===== src/rtl/core/priority_alarm_tone_selector_assert.svh =====
// assertion macros for the priority alarm tone selector
`ifndef PRIORITY_ALARM_TONE_SELECTOR_ASSERT_SVH
`define PRIORITY_ALARM_TONE_SELECTOR_ASSERT_SVH

// same-cycle implication, clocked on clk, off during rst
`define PATS_ASSERT_IMP(lbl, a, b) \
  lbl: assert property (@(posedge clk) disable iff (rst) (a) |-> (b)) \
    else $error("pats assertion failed");

// next-cycle implication, clocked on clk, off during rst
`define PATS_ASSERT_NXT(lbl, a, b) \
  lbl: assert property (@(posedge clk) disable iff (rst) (a) |=> (b)) \
    else $error("pats assertion failed");

`endif


===== src/rtl/core/pats_pkg.sv =====
// shared types and constants of the priority alarm tone selector
package pats_pkg;

  localparam int LEVELS_DEF     = 8;
  localparam int NOTE_COUNT_DEF = 7;
  localparam int NOTE_REGS      = 7;

  localparam int PERIOD_W = 16;
  localparam int DUTY_W   = 11;
  localparam int TONE_W   = 3;
  localparam int LEVEL_W  = 4;
  localparam int NOTE_IW  = 4;
  localparam int LOUD_W   = 12;
  localparam int CFG_IW   = 3;
  localparam int SLOT_W   = TONE_W + DUTY_W;

  localparam logic [DUTY_W-1:0] FULL_DUTY = DUTY_W'(1024);

  localparam logic [PERIOD_W-1:0] PERIOD_RESET [NOTE_REGS] = '{
    16'd3822, 16'd3405, 16'd3034, 16'd2863, 16'd2551, 16'd2273, 16'd2025
  };

  typedef enum logic [1:0] {
    OP_REGISTER = 2'd0,
    OP_STATUS   = 2'd1,
    OP_TICK     = 2'd2
  } op_t;

  typedef enum logic [2:0] {
    ST_OK       = 3'd0,
    ST_RANGE    = 3'd1,
    ST_DUP      = 3'd2,
    ST_BAD_NOTE = 3'd3,
    ST_IGNORED  = 3'd4
  } status_t;

  typedef enum logic [1:0] {
    S_IDLE,
    S_EXEC,
    S_SCAN,
    S_DRAIN
  } state_t;

  typedef struct packed {
    logic                 done;
    status_t              status;
    logic                 sounding;
    logic [PERIOD_W-1:0]  tone_period;
    logic [DUTY_W-1:0]    duty;
  } result_t;

  function automatic logic [DUTY_W-1:0] clamp_loud(input logic [LOUD_W-1:0] raw);
    logic [DUTY_W-1:0] v;
    if (raw[LOUD_W-1]) begin
      v = '0;
    end else if (raw[LOUD_W-2]) begin
      v = FULL_DUTY;
    end else begin
      v = {1'b0, raw[LOUD_W-3:0]};
    end
    return v;
  endfunction

endpackage


===== src/rtl/core/pats_ram.sv =====
// generic single-port-write ram with registered read
module pats_ram #(
  parameter int WIDTH = 8,
  parameter int DEPTH = 8,
  localparam int AW = (DEPTH > 1) ? $clog2(DEPTH) : 1
) (
  input  logic             clk,
  input  logic             we,
  input  logic [AW-1:0]    waddr,
  input  logic [WIDTH-1:0] wdata,
  input  logic [AW-1:0]    raddr,
  output logic [WIDTH-1:0] rdata
);

  logic [WIDTH-1:0] mem [DEPTH];

  always_ff @(posedge clk) begin
    if (we) begin
      mem[waddr] <= wdata;
    end
    rdata <= mem[raddr];
  end

endmodule


===== src/rtl/core/pats_note_regs.sv =====
// note period registers with config write port and period lookup
module pats_note_regs
  import pats_pkg::*;
#(
  parameter int NOTE_COUNT = NOTE_COUNT_DEF
) (
  input  logic                clk,
  input  logic                rst,
  input  logic                cfg_valid,
  output logic                cfg_ready,
  input  logic [CFG_IW-1:0]   cfg_index,
  input  logic [PERIOD_W-1:0] cfg_data,
  input  logic [TONE_W-1:0]   note_sel,
  output logic [PERIOD_W-1:0] period
);

  logic [PERIOD_W-1:0] regs [NOTE_REGS];

  assign cfg_ready = 1'b1;

  always_ff @(posedge clk) begin
    if (rst) begin
      for (int i = 0; i < NOTE_REGS; i++) begin
        regs[i] <= PERIOD_RESET[i];
      end
    end else if (cfg_valid && cfg_ready && (int'(cfg_index) < NOTE_REGS)) begin
      regs[cfg_index] <= cfg_data;
    end
  end

  always_comb begin
    if ((int'(note_sel) < NOTE_COUNT) && (int'(note_sel) < NOTE_REGS)) begin
      period = regs[note_sel];
    end else begin
      period = '0;
    end
  end

endmodule


===== src/rtl/core/pats_ctrl.sv =====
// sequencer for slot flags, slot ram writes, tick scan and result register
module pats_ctrl
  import pats_pkg::*;
#(
  parameter int LEVELS     = LEVELS_DEF,
  parameter int NOTE_COUNT = NOTE_COUNT_DEF,
  localparam int IW = (LEVELS > 1) ? $clog2(LEVELS) : 1
) (
  input  logic                clk,
  input  logic                rst,
  input  logic                start,
  output logic                busy,
  input  logic [1:0]          operation,
  input  logic [LEVEL_W-1:0]  level,
  input  logic [NOTE_IW-1:0]  tone,
  input  logic [LOUD_W-1:0]   loudness_in,
  input  logic                turn_on,
  output logic                ram_we,
  output logic [IW-1:0]       ram_waddr,
  output logic [SLOT_W-1:0]   ram_wdata,
  output logic [IW-1:0]       ram_raddr,
  input  logic [SLOT_W-1:0]   ram_rdata,
  output logic [TONE_W-1:0]   note_sel,
  input  logic [PERIOD_W-1:0] period,
  output result_t             res
);

  state_t state, state_next;
  op_t                 op_q;
  logic [LEVEL_W-1:0]  lvl_q;
  logic [NOTE_IW-1:0]  tone_q;
  logic [DUTY_W-1:0]   loud_q;
  logic                on_q;
  logic [IW-1:0]       scan_idx;
  logic                chk_vld;
  logic                chk_q;
  logic [LEVELS-1:0]   slot_valid;
  logic [LEVELS-1:0]   slot_on;
  logic [PERIOD_W-1:0] last_period;

  logic [IW-1:0] sel_idx;
  logic          fl_valid, fl_on;
  logic          lvl_ok, tone_ok, hit, finish, on_we;
  status_t       status_c;

  assign busy      = (state != S_IDLE);
  assign sel_idx   = (state == S_SCAN) ? scan_idx : lvl_q[IW-1:0];
  assign fl_valid  = slot_valid[sel_idx];
  assign fl_on     = slot_on[sel_idx];
  assign lvl_ok    = int'(lvl_q) < LEVELS;
  assign tone_ok   = int'(tone_q) < NOTE_COUNT;
  assign ram_raddr = scan_idx;
  assign ram_waddr = lvl_q[IW-1:0];
  assign ram_wdata = {tone_q[TONE_W-1:0], loud_q};
  assign note_sel  = ram_rdata[SLOT_W-1 -: TONE_W];
  assign hit       = ((state == S_SCAN) || (state == S_DRAIN)) && chk_vld && chk_q
                     && (period != '0);

  // next state
  always_comb begin
    state_next = state;
    unique case (state)
      S_IDLE: begin
        if (start) begin
          state_next = (op_t'(operation) == OP_TICK) ? S_SCAN : S_EXEC;
        end
      end
      S_EXEC: begin
        state_next = S_IDLE;
      end
      S_SCAN: begin
        if (hit) begin
          state_next = S_IDLE;
        end else if (int'(scan_idx) == LEVELS - 1) begin
          state_next = S_DRAIN;
        end
      end
      S_DRAIN: begin
        state_next = S_IDLE;
      end
    endcase
  end

  // outputs
  always_comb begin
    status_c = ST_OK;
    ram_we   = 1'b0;
    on_we    = 1'b0;
    finish   = hit || (state == S_EXEC) || (state == S_DRAIN);
    if (state == S_EXEC) begin
      unique case (op_q)
        OP_REGISTER: begin
          if (!lvl_ok) begin
            status_c = ST_RANGE;
          end else if (fl_valid) begin
            status_c = ST_DUP;
          end else if (!tone_ok) begin
            status_c = ST_BAD_NOTE;
          end else begin
            ram_we = 1'b1;
          end
        end
        OP_STATUS: begin
          if (!lvl_ok || !fl_valid) begin
            status_c = ST_IGNORED;
          end else begin
            on_we = 1'b1;
          end
        end
        OP_TICK: begin
          status_c = ST_OK;
        end
        default: begin
          status_c = ST_IGNORED;
        end
      endcase
    end
  end

  always_ff @(posedge clk) begin
    if (rst) begin
      state       <= S_IDLE;
      scan_idx    <= '0;
      chk_vld     <= 1'b0;
      slot_valid  <= '0;
      slot_on     <= '0;
      last_period <= '0;
      res.done    <= 1'b0;
    end else begin
      state    <= state_next;
      chk_vld  <= (state == S_SCAN);
      res.done <= finish;
      if (state == S_SCAN) begin
        scan_idx <= scan_idx + IW'(1);
      end else begin
        scan_idx <= '0;
      end
      if (ram_we) begin
        slot_valid[lvl_q[IW-1:0]] <= 1'b1;
        slot_on[lvl_q[IW-1:0]]    <= 1'b0;
      end
      if (on_we) begin
        slot_on[lvl_q[IW-1:0]] <= on_q;
      end
      if (hit) begin
        last_period <= period;
      end
      if (finish) begin
        res.status      <= status_c;
        res.sounding    <= hit;
        res.duty        <= hit ? ram_rdata[DUTY_W-1:0] : '0;
        res.tone_period <= hit ? period : last_period;
      end
    end
  end

  // captured item and scan flag pipe
  always_ff @(posedge clk) begin
    chk_q <= fl_valid && fl_on;
    if (start && !busy) begin
      op_q   <= op_t'(operation);
      lvl_q  <= level;
      tone_q <= tone;
      loud_q <= clamp_loud(loudness_in);
      on_q   <= turn_on;
    end
  end

endmodule


===== src/rtl/core/priority_alarm_tone_selector.sv =====
// top level of the priority alarm tone selector
//
// Command channel: an item (operation, level, tone, loudness_in, turn_on)
// transfers at a rising edge with start high and busy low. busy stays high
// until the result appears; one item is worked on at a time.
// Result channel: done pulses for one cycle with status, sounding,
// tone_period and duty; the receiver cannot stall it and must take it then.
// Config channel: cfg_valid/cfg_ready with cfg_index and cfg_data writes the
// note period registers (index 0..6); cfg_ready is always high, indexes past
// the list are dropped. Write config only while the block is idle.
// Register and set-status operations pass through the exec state before done
// is registered. A tick scans the slot ram one level per cycle through its
// single read port, checking each level after its registered read; the lowest
// armed level with a nonzero period is a hit, else the scan ends past the last.
// Reset (rst, synchronous) clears all slots, the on bits and the remembered
// period, and reloads the note period registers; no clearing pass is needed.
module priority_alarm_tone_selector
  import pats_pkg::*;
#(
  parameter int LEVELS     = LEVELS_DEF,
  parameter int NOTE_COUNT = NOTE_COUNT_DEF
) (
  input  logic                clk,
  input  logic                rst,
  input  logic                start,
  output logic                busy,
  input  logic [1:0]          operation,
  input  logic [LEVEL_W-1:0]  level,
  input  logic [NOTE_IW-1:0]  tone,
  input  logic [LOUD_W-1:0]   loudness_in,
  input  logic                turn_on,
  output logic                done,
  output logic [2:0]          status,
  output logic                sounding,
  output logic [PERIOD_W-1:0] tone_period,
  output logic [DUTY_W-1:0]   duty,
  input  logic                cfg_valid,
  output logic                cfg_ready,
  input  logic [CFG_IW-1:0]   cfg_index,
  input  logic [PERIOD_W-1:0] cfg_data
);

  `include "priority_alarm_tone_selector_assert.svh"

  localparam int IW = (LEVELS > 1) ? $clog2(LEVELS) : 1;

  logic                ram_we;
  logic [IW-1:0]       ram_waddr, ram_raddr;
  logic [SLOT_W-1:0]   ram_wdata, ram_rdata;
  logic [TONE_W-1:0]   note_sel;
  logic [PERIOD_W-1:0] period;
  result_t             res;

  pats_note_regs #(
    .NOTE_COUNT(NOTE_COUNT)
  ) u_notes (
    .clk      (clk),
    .rst      (rst),
    .cfg_valid(cfg_valid),
    .cfg_ready(cfg_ready),
    .cfg_index(cfg_index),
    .cfg_data (cfg_data),
    .note_sel (note_sel),
    .period   (period)
  );

  pats_ram #(
    .WIDTH(SLOT_W),
    .DEPTH(LEVELS)
  ) u_slots (
    .clk  (clk),
    .we   (ram_we),
    .waddr(ram_waddr),
    .wdata(ram_wdata),
    .raddr(ram_raddr),
    .rdata(ram_rdata)
  );

  pats_ctrl #(
    .LEVELS    (LEVELS),
    .NOTE_COUNT(NOTE_COUNT)
  ) u_ctrl (
    .clk        (clk),
    .rst        (rst),
    .start      (start),
    .busy       (busy),
    .operation  (operation),
    .level      (level),
    .tone       (tone),
    .loudness_in(loudness_in),
    .turn_on    (turn_on),
    .ram_we     (ram_we),
    .ram_waddr  (ram_waddr),
    .ram_wdata  (ram_wdata),
    .ram_raddr  (ram_raddr),
    .ram_rdata  (ram_rdata),
    .note_sel   (note_sel),
    .period     (period),
    .res        (res)
  );

  assign done        = res.done;
  assign status      = res.status;
  assign sounding    = res.sounding;
  assign tone_period = res.tone_period;
  assign duty        = res.duty;

  `PATS_ASSERT_NXT(a_start_busy, start && !busy, busy)
  `PATS_ASSERT_NXT(a_busy_ends, busy, busy || done)
  `PATS_ASSERT_IMP(a_done_idle, done, !busy)
  `PATS_ASSERT_IMP(a_duty_sound, done && (duty != '0), sounding)
  `PATS_ASSERT_IMP(a_sound_period, done && sounding, tone_period != '0)

endmodule


===== config.mk =====
export PLATFORM = sky130hd
export DESIGN_NAME = priority_alarm_tone_selector
export DESIGN_NICKNAME = d
export VERILOG_FILES = /design/src/rtl/core/pats_pkg.sv /design/src/rtl/core/pats_ram.sv /design/src/rtl/core/pats_note_regs.sv /design/src/rtl/core/pats_ctrl.sv /design/src/rtl/core/priority_alarm_tone_selector.sv
export VERILOG_INCLUDE_DIRS = /design/src /design/src/rtl/core
export SDC_FILE = /design/constraint.sdc
export NUM_CORES = 1
export LEC_CHECK = 0
export BUFFER_PORTS_ARGS = -buffer_cell sky130_fd_sc_hd__buf_2
export CELL_PAD_IN_SITES_DETAIL_PLACEMENT = 2
export CELL_PAD_IN_SITES_GLOBAL_PLACEMENT = 2
export CORE_MARGIN = 3
export CORE_UTILIZATION = 41
export CTS_BUF_LIST = sky130_fd_sc_hd__clkbuf_4 sky130_fd_sc_hd__clkbuf_8 sky130_fd_sc_hd__clkbuf_16
export DETAILED_ROUTE_END_ITERATION = 6
export PLACE_DENSITY = 0.76
export SETUP_SLACK_MARGIN = 0.02
export SYNTH_ARGS = -nofsm -noshare
export SYNTH_HDL_FRONTEND = slang
export SYNTH_SLANG_ARGS = --single-unit

===== constraint.sdc =====
create_clock -name clk -period 6.5 [get_ports clk]
set_input_delay 0.65 -clock clk [delete_from_list [all_inputs] [get_ports clk]]
set_output_delay 0.65 -clock clk [all_outputs]
set_load 0.05 [all_outputs]

### After elaboration in Yosys (flattened, before gate mapping)

Memory sizes are Yosys's and may differ from the RTL's. A register that Yosys moved wholly into a read port is not among the register bits.
Index checks and enable logic that the tools add are counted.

| storage, ports and cells | value |
|---|---|
| register bits | 93 |
| RAM bits | 224 |
| input bits | 46 |
| output and inout port bits | 34 |
| logic and storage cells | 108 |
| memories | 2 |

Memory list:

| name | words | bits a word | read ports | clocked after Yosys merged registers in | wr ports | RTL line | text |
|---|---|---|---|---|---|---|---|
| u_notes.regs | 7 | 16 | 1 | 0 | 7 | pats_note_regs.sv:17 | `logic [PERIOD_W-1:0] regs [NOTE_REGS];` |
| u_slots.mem | 8 | 14 | 1 | 1 | 1 | pats_ram.sv:15 | `logic [WIDTH-1:0] mem [DEPTH];` |

| cells by class | value |
|---|---|
| add/sub/neg operators | 1 |
| magnitude comparators | 7 |
| equal/unequal tests | 9 |
| mux-type cells | 42 |
| bitwise gates (word level) | 5 |
| reductions and logical operators | 24 |

Operators by type and width:

| operator | number |
|---|---|
| $mux 16 | 3 |
| $mux 8 | 3 |
| $mux 1 | 19 |
| $reduce_bool 16->1 | 1 |
| $reduce_or 16->1 | 1 |
| $mux 3 | 5 |
| $mux 11 | 1 |
| $mux 2 | 5 |
| $pmux 3 s3 | 1 |
| $and 8x8->8 | 1 |
| $bwmux 8 | 1 |
| $eq 2x2->1 const B | 4 |
| $lt 3x4->1 const B | 2 |
| $not 8->8 | 1 |
| $or 8x8->8 | 1 |
| $logic_and 1x1->1 | 7 |
| $bmux 1 s3 | 2 |
| $lt 3x3->1 const B | 2 |
| $pmux 2 s3 | 1 |
| $reduce_or 2->1 | 3 |
| $eq 2x1->1 const B | 2 |
| $logic_not 2->1 | 2 |
| $logic_or 1x1->1 | 4 |
| $lt 4x3->1 const B | 1 |
| other kinds (11) | 15 |

### Longest topological paths before layout

Gate-level depths: netlist of the first run.

| logic depth | value |
|---|---|
| depth in word-level cells | 12 |
| mapped depth | 11 |
| depth with buffers taken out | 7 |

### Modules after synthesis

A second synthesis of the first run with hierarchy kept.

| second synthesis, totals | value |
|---|---|
| cells, all modules | 954 |
| area, all modules | 13,751.9 um^2 |

By module, submodules not included:

| module | times used | cells each | area an instance (um^2) | seq. area each (um^2) |
|---|---|---|---|---|
| pats_note_regs | 1 | 431 | 5,266.3 | 3,233.1 |
| pats_ram | 1 | 188 | 4,635.7 | 3,643.5 |
| pats_ctrl | 1 | 335 | 3,849.9 | 2,392.3 |

### Worst setup path after synthesis of the first run

OpenSTA, ideal clock, no wires.

| path | value |
|---|---|
| path type | register to register |
| start | register u_slots.rdata[11] (read register of u_slots.mem) |
| end | register u_ctrl.res[0] (netlist name) |
| setup time | 0.419 ns |
| arrival | 3.051 ns |
| data required time | 6.081 ns |
| path slack | 3.030 ns |
| stages on the path, launching flop included | 12 |
| path buffers | 4 |
| period minus slack after synthesis | 3.470 ns |
| cells stage by stage | dfxtp_1 buf_6 buf_2 clkbuf_1 nor2_1 a22oi_1 nand2_1 nand4_1 or4_4 buf_6 a21oi_2 nor2_1 |

| between the ends | value |
|---|---|
| longest elaborated chain between the ends | 7 |
| elaborated cells on any way between the ends | 8 |
| those cells by class | order compare (1); mux (1); reduce/logical (5); memory (1) |

RTL lines:

| item | RTL line | text |
|---|---|---|
| from (decl) | pats_ram.sv:12 | `output logic [WIDTH-1:0] rdata` |
| $mem_v2 7x16 or $lt 3x3->1 (tied branches) | - |  |
| $mux 16 (*) | pats_note_regs.sv:32 | `if ((int'(note_sel) < NOTE_COUNT) && (int'(note_sel) < NOTE_REGS)) begin` |
| $reduce_bool 16->1 (*) | pats_ctrl.sv:57 | `&& (period != '0);` |
| $logic_and 1x1->1 (*) | pats_ctrl.sv:57 |  |
| $logic_or 1x1->1 (*) (2 in series) | pats_ctrl.sv:89 | `finish = hit \|\| (state == S_EXEC) \|\| (state == S_DRAIN);` |
| $reduce_and 2->1 (no source line) (*) | - |  |

Mark *: on every way between the ends. The rest lies on a longest branch, timed or not.
A chain may end at the register's enable or synchronous reset.

### Worst setup path after layout of the first run

| path | value |
|---|---|
| start | register u_slots.rdata[12] (read register of u_slots.mem) |
| end | register u_ctrl.res[2] (netlist name) |

| between the ends | value |
|---|---|
| longest elaborated chain between the ends | 7 |
| elaborated cells on any way between the ends | 8 |
| those cells by class | order compare (1); mux (1); reduce/logical (5); memory (1) |

RTL lines:

| item | RTL line |
|---|---|
| $mem_v2 7x16 or $lt 3x3->1 (tied branches) | - |
| $mux 16 (*) | pats_note_regs.sv:32 |
| $reduce_bool 16->1 (*) | pats_ctrl.sv:57 |
| $logic_and 1x1->1 (*) | pats_ctrl.sv:57 |
| $logic_or 1x1->1 (*) (2 in series) | pats_ctrl.sv:89 |
| $reduce_and 2->1 (no source line) (*) | - |

Marked as above.

==> run_results.csv, run 1 <==
group,metric,value,unit
power,p_int,0.00370,W
synth,seq_area_frac_synth,69.9,%
synth,synthDistinctLibCells,59,
critical_path,r2r_cells,6,
power,clockPowerShare,44.7,%
global_route,grt_max_degree,50,
synth,synthFlopType,"edfxtp_1",
final_layout,n_antenna_cell,0,
sta,slew_violations,0,
place,place.gp.congestion,0.799,
floorplan,fp.dieH,187,um
floorplan,die_area,0.0350,mm2
worst_hold_path,worstHoldStart,"level[3]",
sta,skew,0.0170,ns
critical_path,path_class,"flop to flop",
synth,synth.avg_cell_area,14.8,um2
critical_path,r2r-end,"u_ctrl.res[2]",
global_route,grt_pass1_vias,9062,
sta,max_freq,232,MHz
synth,synthCells,906,
sta,timing.slew.headroom,11.4,%
synth,synth_edf_count,266,
power,vdd_drop_max,0.000170,V
floorplan,rows,65,
critical_path,critPathTopFamily,"simple AND/OR/NAND/NOR gates",
global_route,antenna_found_initial,2,
critical_path,slowest_delay,1.07,ns
worst_hold_path,hold_path_depth,1,
sta,hold_viol_final,0,
floorplan,core,0.0320,mm2
clock_tree,clkLatencyLatePin,0.53,ns
worst_hold_path,holdPathEnd,"u_ctrl.lvl_q[3]",
power,p_switching,0.00104,W
sta,fin_crit_sh,66.4,%
sta,worst_pin_slew,1.32,ns
floorplan,ios,80,
clock_tree,cts_tree,"built",
routing,first_pass_iters,5,
critical_path,cp_data_arrival_time,4.49,ns
clock_tree,cts_setup_buffers,0,
clock_tree,numCtsBuffers,38,
global_route,globalRouteOverflowTotal,0,
floorplan,chipWidth,187,um
sta,setup_tns,0,ns
clock_tree,path_clk_slew,0.06,ns
clock_tree,root_buffer,"clkbuf_16",
synth,ys_ff_latch,336,
critical_path,cp_cell_sequence,"mux4_2, o21ai_0, nand4_1, or4_4, a21oi_2, nor2_4",
final_layout,syn2layout_area_growth,15.2,%
clock_tree,cts_buffer_depth,3,
clock_tree,post_cts_resize_count,0,
routing,vias,8071,
final_layout,fillers,2991,
place,place_hpwl,25.3,mm
synth,synth_warnings,0,
critical_path,cp-start-kind,"flop",
run,cap_viol_max_count,0,
routing,drtIter0Drc,782,
floorplan,start_util,42.1,%
routing,drt_wl_total,39.3,mm
sta,timing.final.crit_period,4.31,ns
clock_tree,h-tree-depth,2,
power,finalPower,0.00474,W
power,comb_power_share,4.0,%
worst_hold_path,min-delay-path-class,"input pin to flop",
power,power_frac_seq,51.3,%
critical_path,cp_num_buf_inv,0,
synth,syn_area,0.0134,mm2
global_route,grt_first_pass_wirelength,59.4,mm
sta,timing.hold.ws,0.310,ns
routing,post_drt_wl_per_cell,27.1,um
routing,ant_nets,0,
routing,viasPerCell,5.57,
routing,drc_errors,0,
final_layout,drive_gt1_share,25.8,%
sta,rsz0062_at_grt,"no",
power,leakage,5.44,nW
final_layout,final_cell_area,0.0155,mm2
power,switching_share,21.9,%
place,placed_area,0.0142,mm2
clock_tree,cts_hold_buf,0,
synth,synthArstFlopShare,0,%
final_layout,final_nets,1032,
status,status,"finished, final reports clean",
critical_path,r2r_slack,2.19,ns
power,p_per_area,306,mW/mm2
critical_path,worst-path-max-fanout,49,
clock_tree,clkSinkCount,336,
critical_path,cp.required,6.68,ns
global_route,track_usage,22.6,%
place,place.port_buffers,78,
critical_path,critPathSlowestCell,"dfxtp_2",
critical_path,r2r-start,"u_slots.rdata[12]",
critical_path,worstSetupEndpointType,"flop",
sta,setup_viol,0,
[logic make-up after synthesis]
| family | share of synthesized area (%) |
|---|---|
| buf+inv | 2.66 |
| compound gates | 5.93 |
| flops | 69.9 |
| other cells | 0.0559 |
| mux | 11.0 |
| fa+ha+maj | 0.186 |
| simple gates | 10.3 |
[how the worst max path moves through the flow]
stage | start | slack, ns | depth (start not counted) | end
after global placement | u_slots.rdata[12] | 2.59 | 6 | u_ctrl.res[3]
after CTS | u_slots.rdata[12] | 2.25 | 6 | u_ctrl.res[6]
after detailed placement | u_ctrl.state[1] | 2.29 | 6 | u_slots.mem[6][10]
after floorplan | u_slots.rdata[11] | 3.03 | 11 | u_ctrl.res[0]
after global routing | u_ctrl.state[1] | 1.91 | 6 | u_slots.mem[1][5]
final | u_slots.rdata[12] | 2.19 | 6 | u_ctrl.res[2]
[cells in the final DEF, fill, tap and decap left out, types with 5 or more instances in the layout]
| master | synthesis | final |
|---|---|---|
| and2_1 | 12 | 12 |
| nand3b_1 | 11 | 11 |
| dfxtp_1 | 70 | 66 |
| o22ai_1 | 5 | 5 |
| mux4_2 | 50 | 50 |
| buf_4 | 3 | 9 |
| buf_2 | 4 | 78 |
| o21ai_0 | 21 | 21 |
| and3_1 | 15 | 15 |
| mux2_2 | 14 | 14 |
| mux2i_1 | 17 | 17 |
| a21oi_2 | 8 | 8 |
| nand3_1 | 8 | 8 |
| a211o_1 | 8 | 8 |
| a21oi_1 | 22 | 22 |
| clkbuf_8 | 0 | 10 |
| nor2b_1 | 22 | 22 |
| a211oi_1 | 6 | 6 |
| nor2_1 | 94 | 84 |
| clkbuf_16 | 0 | 39 |
| nor3_1 | 17 | 17 |
| nor2_2 | 0 | 9 |
| edfxtp_1 | 266 | 266 |
| conb_1 | 2 | 6 |
| o21ba_2 | 6 | 6 |
| inv_1 | 30 | 30 |
| o21ai_1 | 11 | 11 |
| nand2_1 | 71 | 71 |
| nand2b_1 | 9 | 9 |
| clkbuf_4 | 0 | 9 |
| clkinv_2 | 0 | 6 |
[synth_stat cells, drive strengths merged, types with 3 or more instances]
cell type / number / area (um2)
buf: 17 / 110
clkbuf: 36 / 135
and3: 15 / 93.8
a211o: 8 / 70.1
edfxtp: 266 / 7990
o21ba: 8 / 80.1
o21ai: 32 / 160
nand4: 4 / 25.0
o211ai: 4 / 30.0
o31ai: 3 / 32.5
mux2i: 19 / 198
nor2: 94 / 353
or4: 3 / 26.3
or2: 6 / 37.5
o22a: 4 / 35.0
nand2b: 9 / 56.3
nand3: 8 / 40.0
a211oi: 7 / 57.6
a21oi: 30 / 180
mux2: 14 / 158
nand3b: 11 / 82.6
mux4: 50 / 1130
dfxtp: 70 / 1400
a21boi: 6 / 45.0
inv: 30 / 113
o32ai: 4 / 35.0
nor3: 17 / 85.1
o22ai: 5 / 31.3
nor4: 3 / 31.3
and2: 13 / 81.3
nand2: 71 / 267
nor2b: 22 / 138
[sequential cells by signal (all words and copies together) (netlist names), named ones only]
name                flops
u_ctrl.chk_q            1
u_ctrl.slot_on          1
u_ctrl.chk_vld          1
u_ctrl.lvl_q            4
u_ctrl.slot_valid       8
u_slots.mem           112
u_slots.rdata          14
u_ctrl.state            2
u_ctrl.loud_q          11
u_ctrl.on_q             1
u_ctrl.tone_q           4
u_ctrl.last_period     16
u_notes.regs          117
u_ctrl.op_q             2
u_ctrl.res             32
u_ctrl.ram_raddr        3
[cell type report]
class | count | area [um2] | share of cell area (%)
flip-flops and latches | 336 | 9390 | 60.7
multi-input cells | 491 | 3740 | 24.1
clock buffers | 58 | 1180 | 7.63
well taps | 435 | 544 | 3.51
repair buffers | 87 | 458 | 2.96
inverters | 30 | 113 | 0.727
clock inverters | 11 | 58.8 | 0.380
[through the flow]
stage                     setup WS, ns  util, %  instances
after floorplan                   3.03        -        910
after global routing              1.91     48.5       1448
after CTS                         2.25     48.5       1448
final                             2.19     48.5       1448
after global placement            2.59     44.6       1379
after detailed placement          2.29     44.6       1379
[routing by layer]
layer / part of all wire, % / routed length (um) / vias up / global-route usage, %
met3: 4.5 / 1790 / 67 / 3.75
met2: 51 / 19900 / 232 / 39.3
met4: 2.2 / 880 / 4 / 5.93
met1: 43 / 16700 / 4235 / 29.6
li1: - / - / 3533 / -
met5: 0.059 / 23 / - / 0
[worst register-to-register path, delay by kind of cell (launching register included)]
family / cells / cell delay [ns]
simple gates: 3 / 1.29
flops: 1 / 1.07
compound gates: 2 / 0.93
mux: 1 / 0.65
[power by group through the flow]
stage,logic [W],registers (W),clock network [W]
floorplan,0.000110,0.00246,0
global placement,0.000180,0.00247,0
detailed placement,0.000188,0.00248,0
CTS,0.000191,0.00243,0.00215
global route,0.000205,0.00244,0.00224
finish,0.000188,0.00243,0.00212
Note: power is estimated with default switching activity, not from simulation.
==> run 2: changes to the inputs <==
- CORE_UTILIZATION: 41 -> 40
- PLACE_DENSITY: 0.76 -> 0.78
- clock period: 6.5 -> 3.6 ns (I/O delays scaled with it)
==> run 2 against run 1 <==
  * Die area is 2.4% higher
  * Clock-buffer cell count fell by 6
  * Flip-flop and latch count stayed put
  * First-iteration DRC count fell by 3.1%
  * Worst setup slack got worse by 2.0 ns
  * Worst hold slack lost 0.29 ns
  * Sequential power up 81%
  * Global-route usage is 0.94 points higher
  * Final cell count rose by 2.9%
  * Design area is 1.9% higher
  * Clock skew barely moved
  * Critical path type unchanged
  * Via count is 4.7% higher
==> run_results.csv, run 2 (same netlist as run 1, synthesis figures left out) <==
group,metric,value,unit
global_route,grt_pass1_vias,9332,
place,post-place-ws,0.00478,ns
routing,first_pass_iters,5,
routing,drc_errors,0,
critical_path,path_class,"flop to flop",
critical_path,r2r_slack,0.20,ns
critical_path,cp-startpoint,"u_slots.rdata[12]",
final_layout,n_antenna_cell,0,
routing,drt_wl_total,42.3,mm
final_layout,final_nets,1069,
power,vdd_drop_max,0.000334,V
sta,timing.hold.ws,0.0193,ns
place,place_hpwl,26.6,mm
power,power_frac_seq,50.8,%
final_layout,largest_reg_flops,117,
final_layout,final_common_cell,"edfxtp_1",
final_layout,drive_gt1_share,27.5,%
final_layout,syn2layout_area_growth,17.4,%
clock_tree,clkLatencyLatePin,0.53,ns
clock_tree,cts_setup_buffers,0,
sta,skew,0.0168,ns
sta,hold_viol_final,0,
sta,setup_viol,0,
routing,ant_nets,0,
routing,drtIter0Drc,758,
global_route,globalRouteOverflowTotal,0,
critical_path,cp_data_arrival_time,3.66,ns
critical_path,worstSetupEndpointType,"flop",
floorplan,fp.dieH,189,um
global_route,grt_max_degree,62,
worst_hold_path,hold_path_depth,1,
power,p_switching,0.00191,W
run,cap_viol_max_count,0,
clock_tree,cts_buffer_depth,3,
floorplan,rows,66,
clock_tree,h-tree-depth,2,
power,finalPower,0.00864,W
clock_tree,numCtsBuffers,37,
critical_path,endpoint,"u_ctrl.res[12]",
clock_tree,root_buffer,"clkbuf_16",
sta,fin_crit_sh,94.3,%
sta,timing.final.crit_period,3.40,ns
final_layout,fillers,3150,
critical_path,r2r-start,"u_slots.rdata[12]",
routing,vias,8449,
status,status,"finished, final reports clean",
global_route,antenna_found_initial,2,
worst_hold_path,min-delay-path-class,"input pin to flop",
sta,rsz0062_at_grt,"no",
floorplan,ios,80,
power,p_int,0.00673,W
clock_tree,path_clk_slew,0.06,ns
global_route,grt_first_pass_wirelength,62.4,mm
power,clockPowerShare,44.9,%
floorplan,core,0.0329,mm2
critical_path,r2r_cells,7,
sta,max_freq,295,MHz
final_layout,largestRegisters,"u_notes.regs x117, u_slots.mem x112, u_ctrl.res x32",
clock_tree,clkSinkCount,336,
sta,fin_ws,0.205,ns
routing,viasPerCell,5.67,
critical_path,cp-start-kind,"flop",
place,place.gp.congestion,0.815,
sta,timing.slew.headroom,28.5,%
final_layout,layout_common_cells,"edfxtp_1, nor2_1, buf_2",
final_layout,largest-register,"u_notes.regs",
final_layout,post-route-util,48.0,%
floorplan,die_area,0.0358,mm2
global_route,track_usage,23.5,%
critical_path,r2r-end,"u_ctrl.res[12]",
clock_tree,cts_tree,"built",
sta,worst_pin_slew,1.07,ns
power,p_per_area,548,mW/mm2
power,leakage,5.61,nW
sta,setup_tns,0,ns
power,switching_share,22.1,%
critical_path,worst-path-max-fanout,25,
place,place.port_buffers,78,
sta,slew_violations,0,
critical_path,cp.required,3.86,ns
power,comb_power_share,4.2,%
routing,post_drt_wl_per_cell,28.4,um
floorplan,start_util,40.9,%
floorplan,chipWidth,189,um
==> run 2: metrics by stage <==
stage,cell area [um2],instances
finish,15800,1490
global route,15800,1490
CTS,15800,1490
detailed placement,14500,1419
global placement,14500,1419
floorplan,13500,910
==> run 2: final cells by class <==
cell class	count	area [um2]	share of cell area, %
Sequential cell	336	9400	59.6
Multi-Input combinational cell	491	3730	23.6
Clock buffer	52	1070	6.78
Timing Repair Buffer	125	756	4.79
Tap cell	442	553	3.50
Clock inverter	14	160	1.01
Inverter	30	113	0.714
==> run 2: power by group through the flow <==
stage | registers, W | clock network (W) | logic (W)
global placement | 0.00445 | 0 | 0.000336
global route | 0.00440 | 0.00409 | 0.000394
CTS | 0.00439 | 0.00395 | 0.000367
floorplan | 0.00444 | 0 | 0.000199
finish | 0.00439 | 0.00388 | 0.000366
detailed placement | 0.00447 | 0 | 0.000354
==> run 2: worst min-delay path by stage <==
stage | from | endpoint | slack, ns
detailed placement | u_notes.regs[6][5] | u_notes.regs[6][5] | 0.46
global placement | u_notes.regs[6][7] | u_notes.regs[6][7] | 0.45
global route | level[2] | u_ctrl.lvl_q[2] | 0.004
floorplan | u_notes.regs[6][5] | u_notes.regs[6][5] | 0.43
CTS | level[2] | u_ctrl.lvl_q[2] | 0.005
finish | level[2] | u_ctrl.lvl_q[2] | 0.02
==> run 2: routing by layer <==
metal	share of wire, %	wire, um	global-route usage (%)
met5	0.054	23	0
met3	4.9	2090	3.72
met1	41	17400	30.7
met2	51	21400	40.2
met4	3.3	1380	8.13
==> run 2: worst max-delay path, stage by stage (launching register included) <==
cell and delay [ns]:
dfxtp_4 0.62, mux4_2 0.57, o21ai_0 0.44, nand4_1 0.27
or4_4 0.57, buf_4 0.26, a21oi_1 0.28, a21oi_1 0.10
==> run 2: what timing repair did <==
item | in CTS | in global routing
endpoints found under the hold margin | 5 | 0
resized for setup | 2 | 4
setup endpoints to repair | 31 | 34
hold buffers | 5 | 0
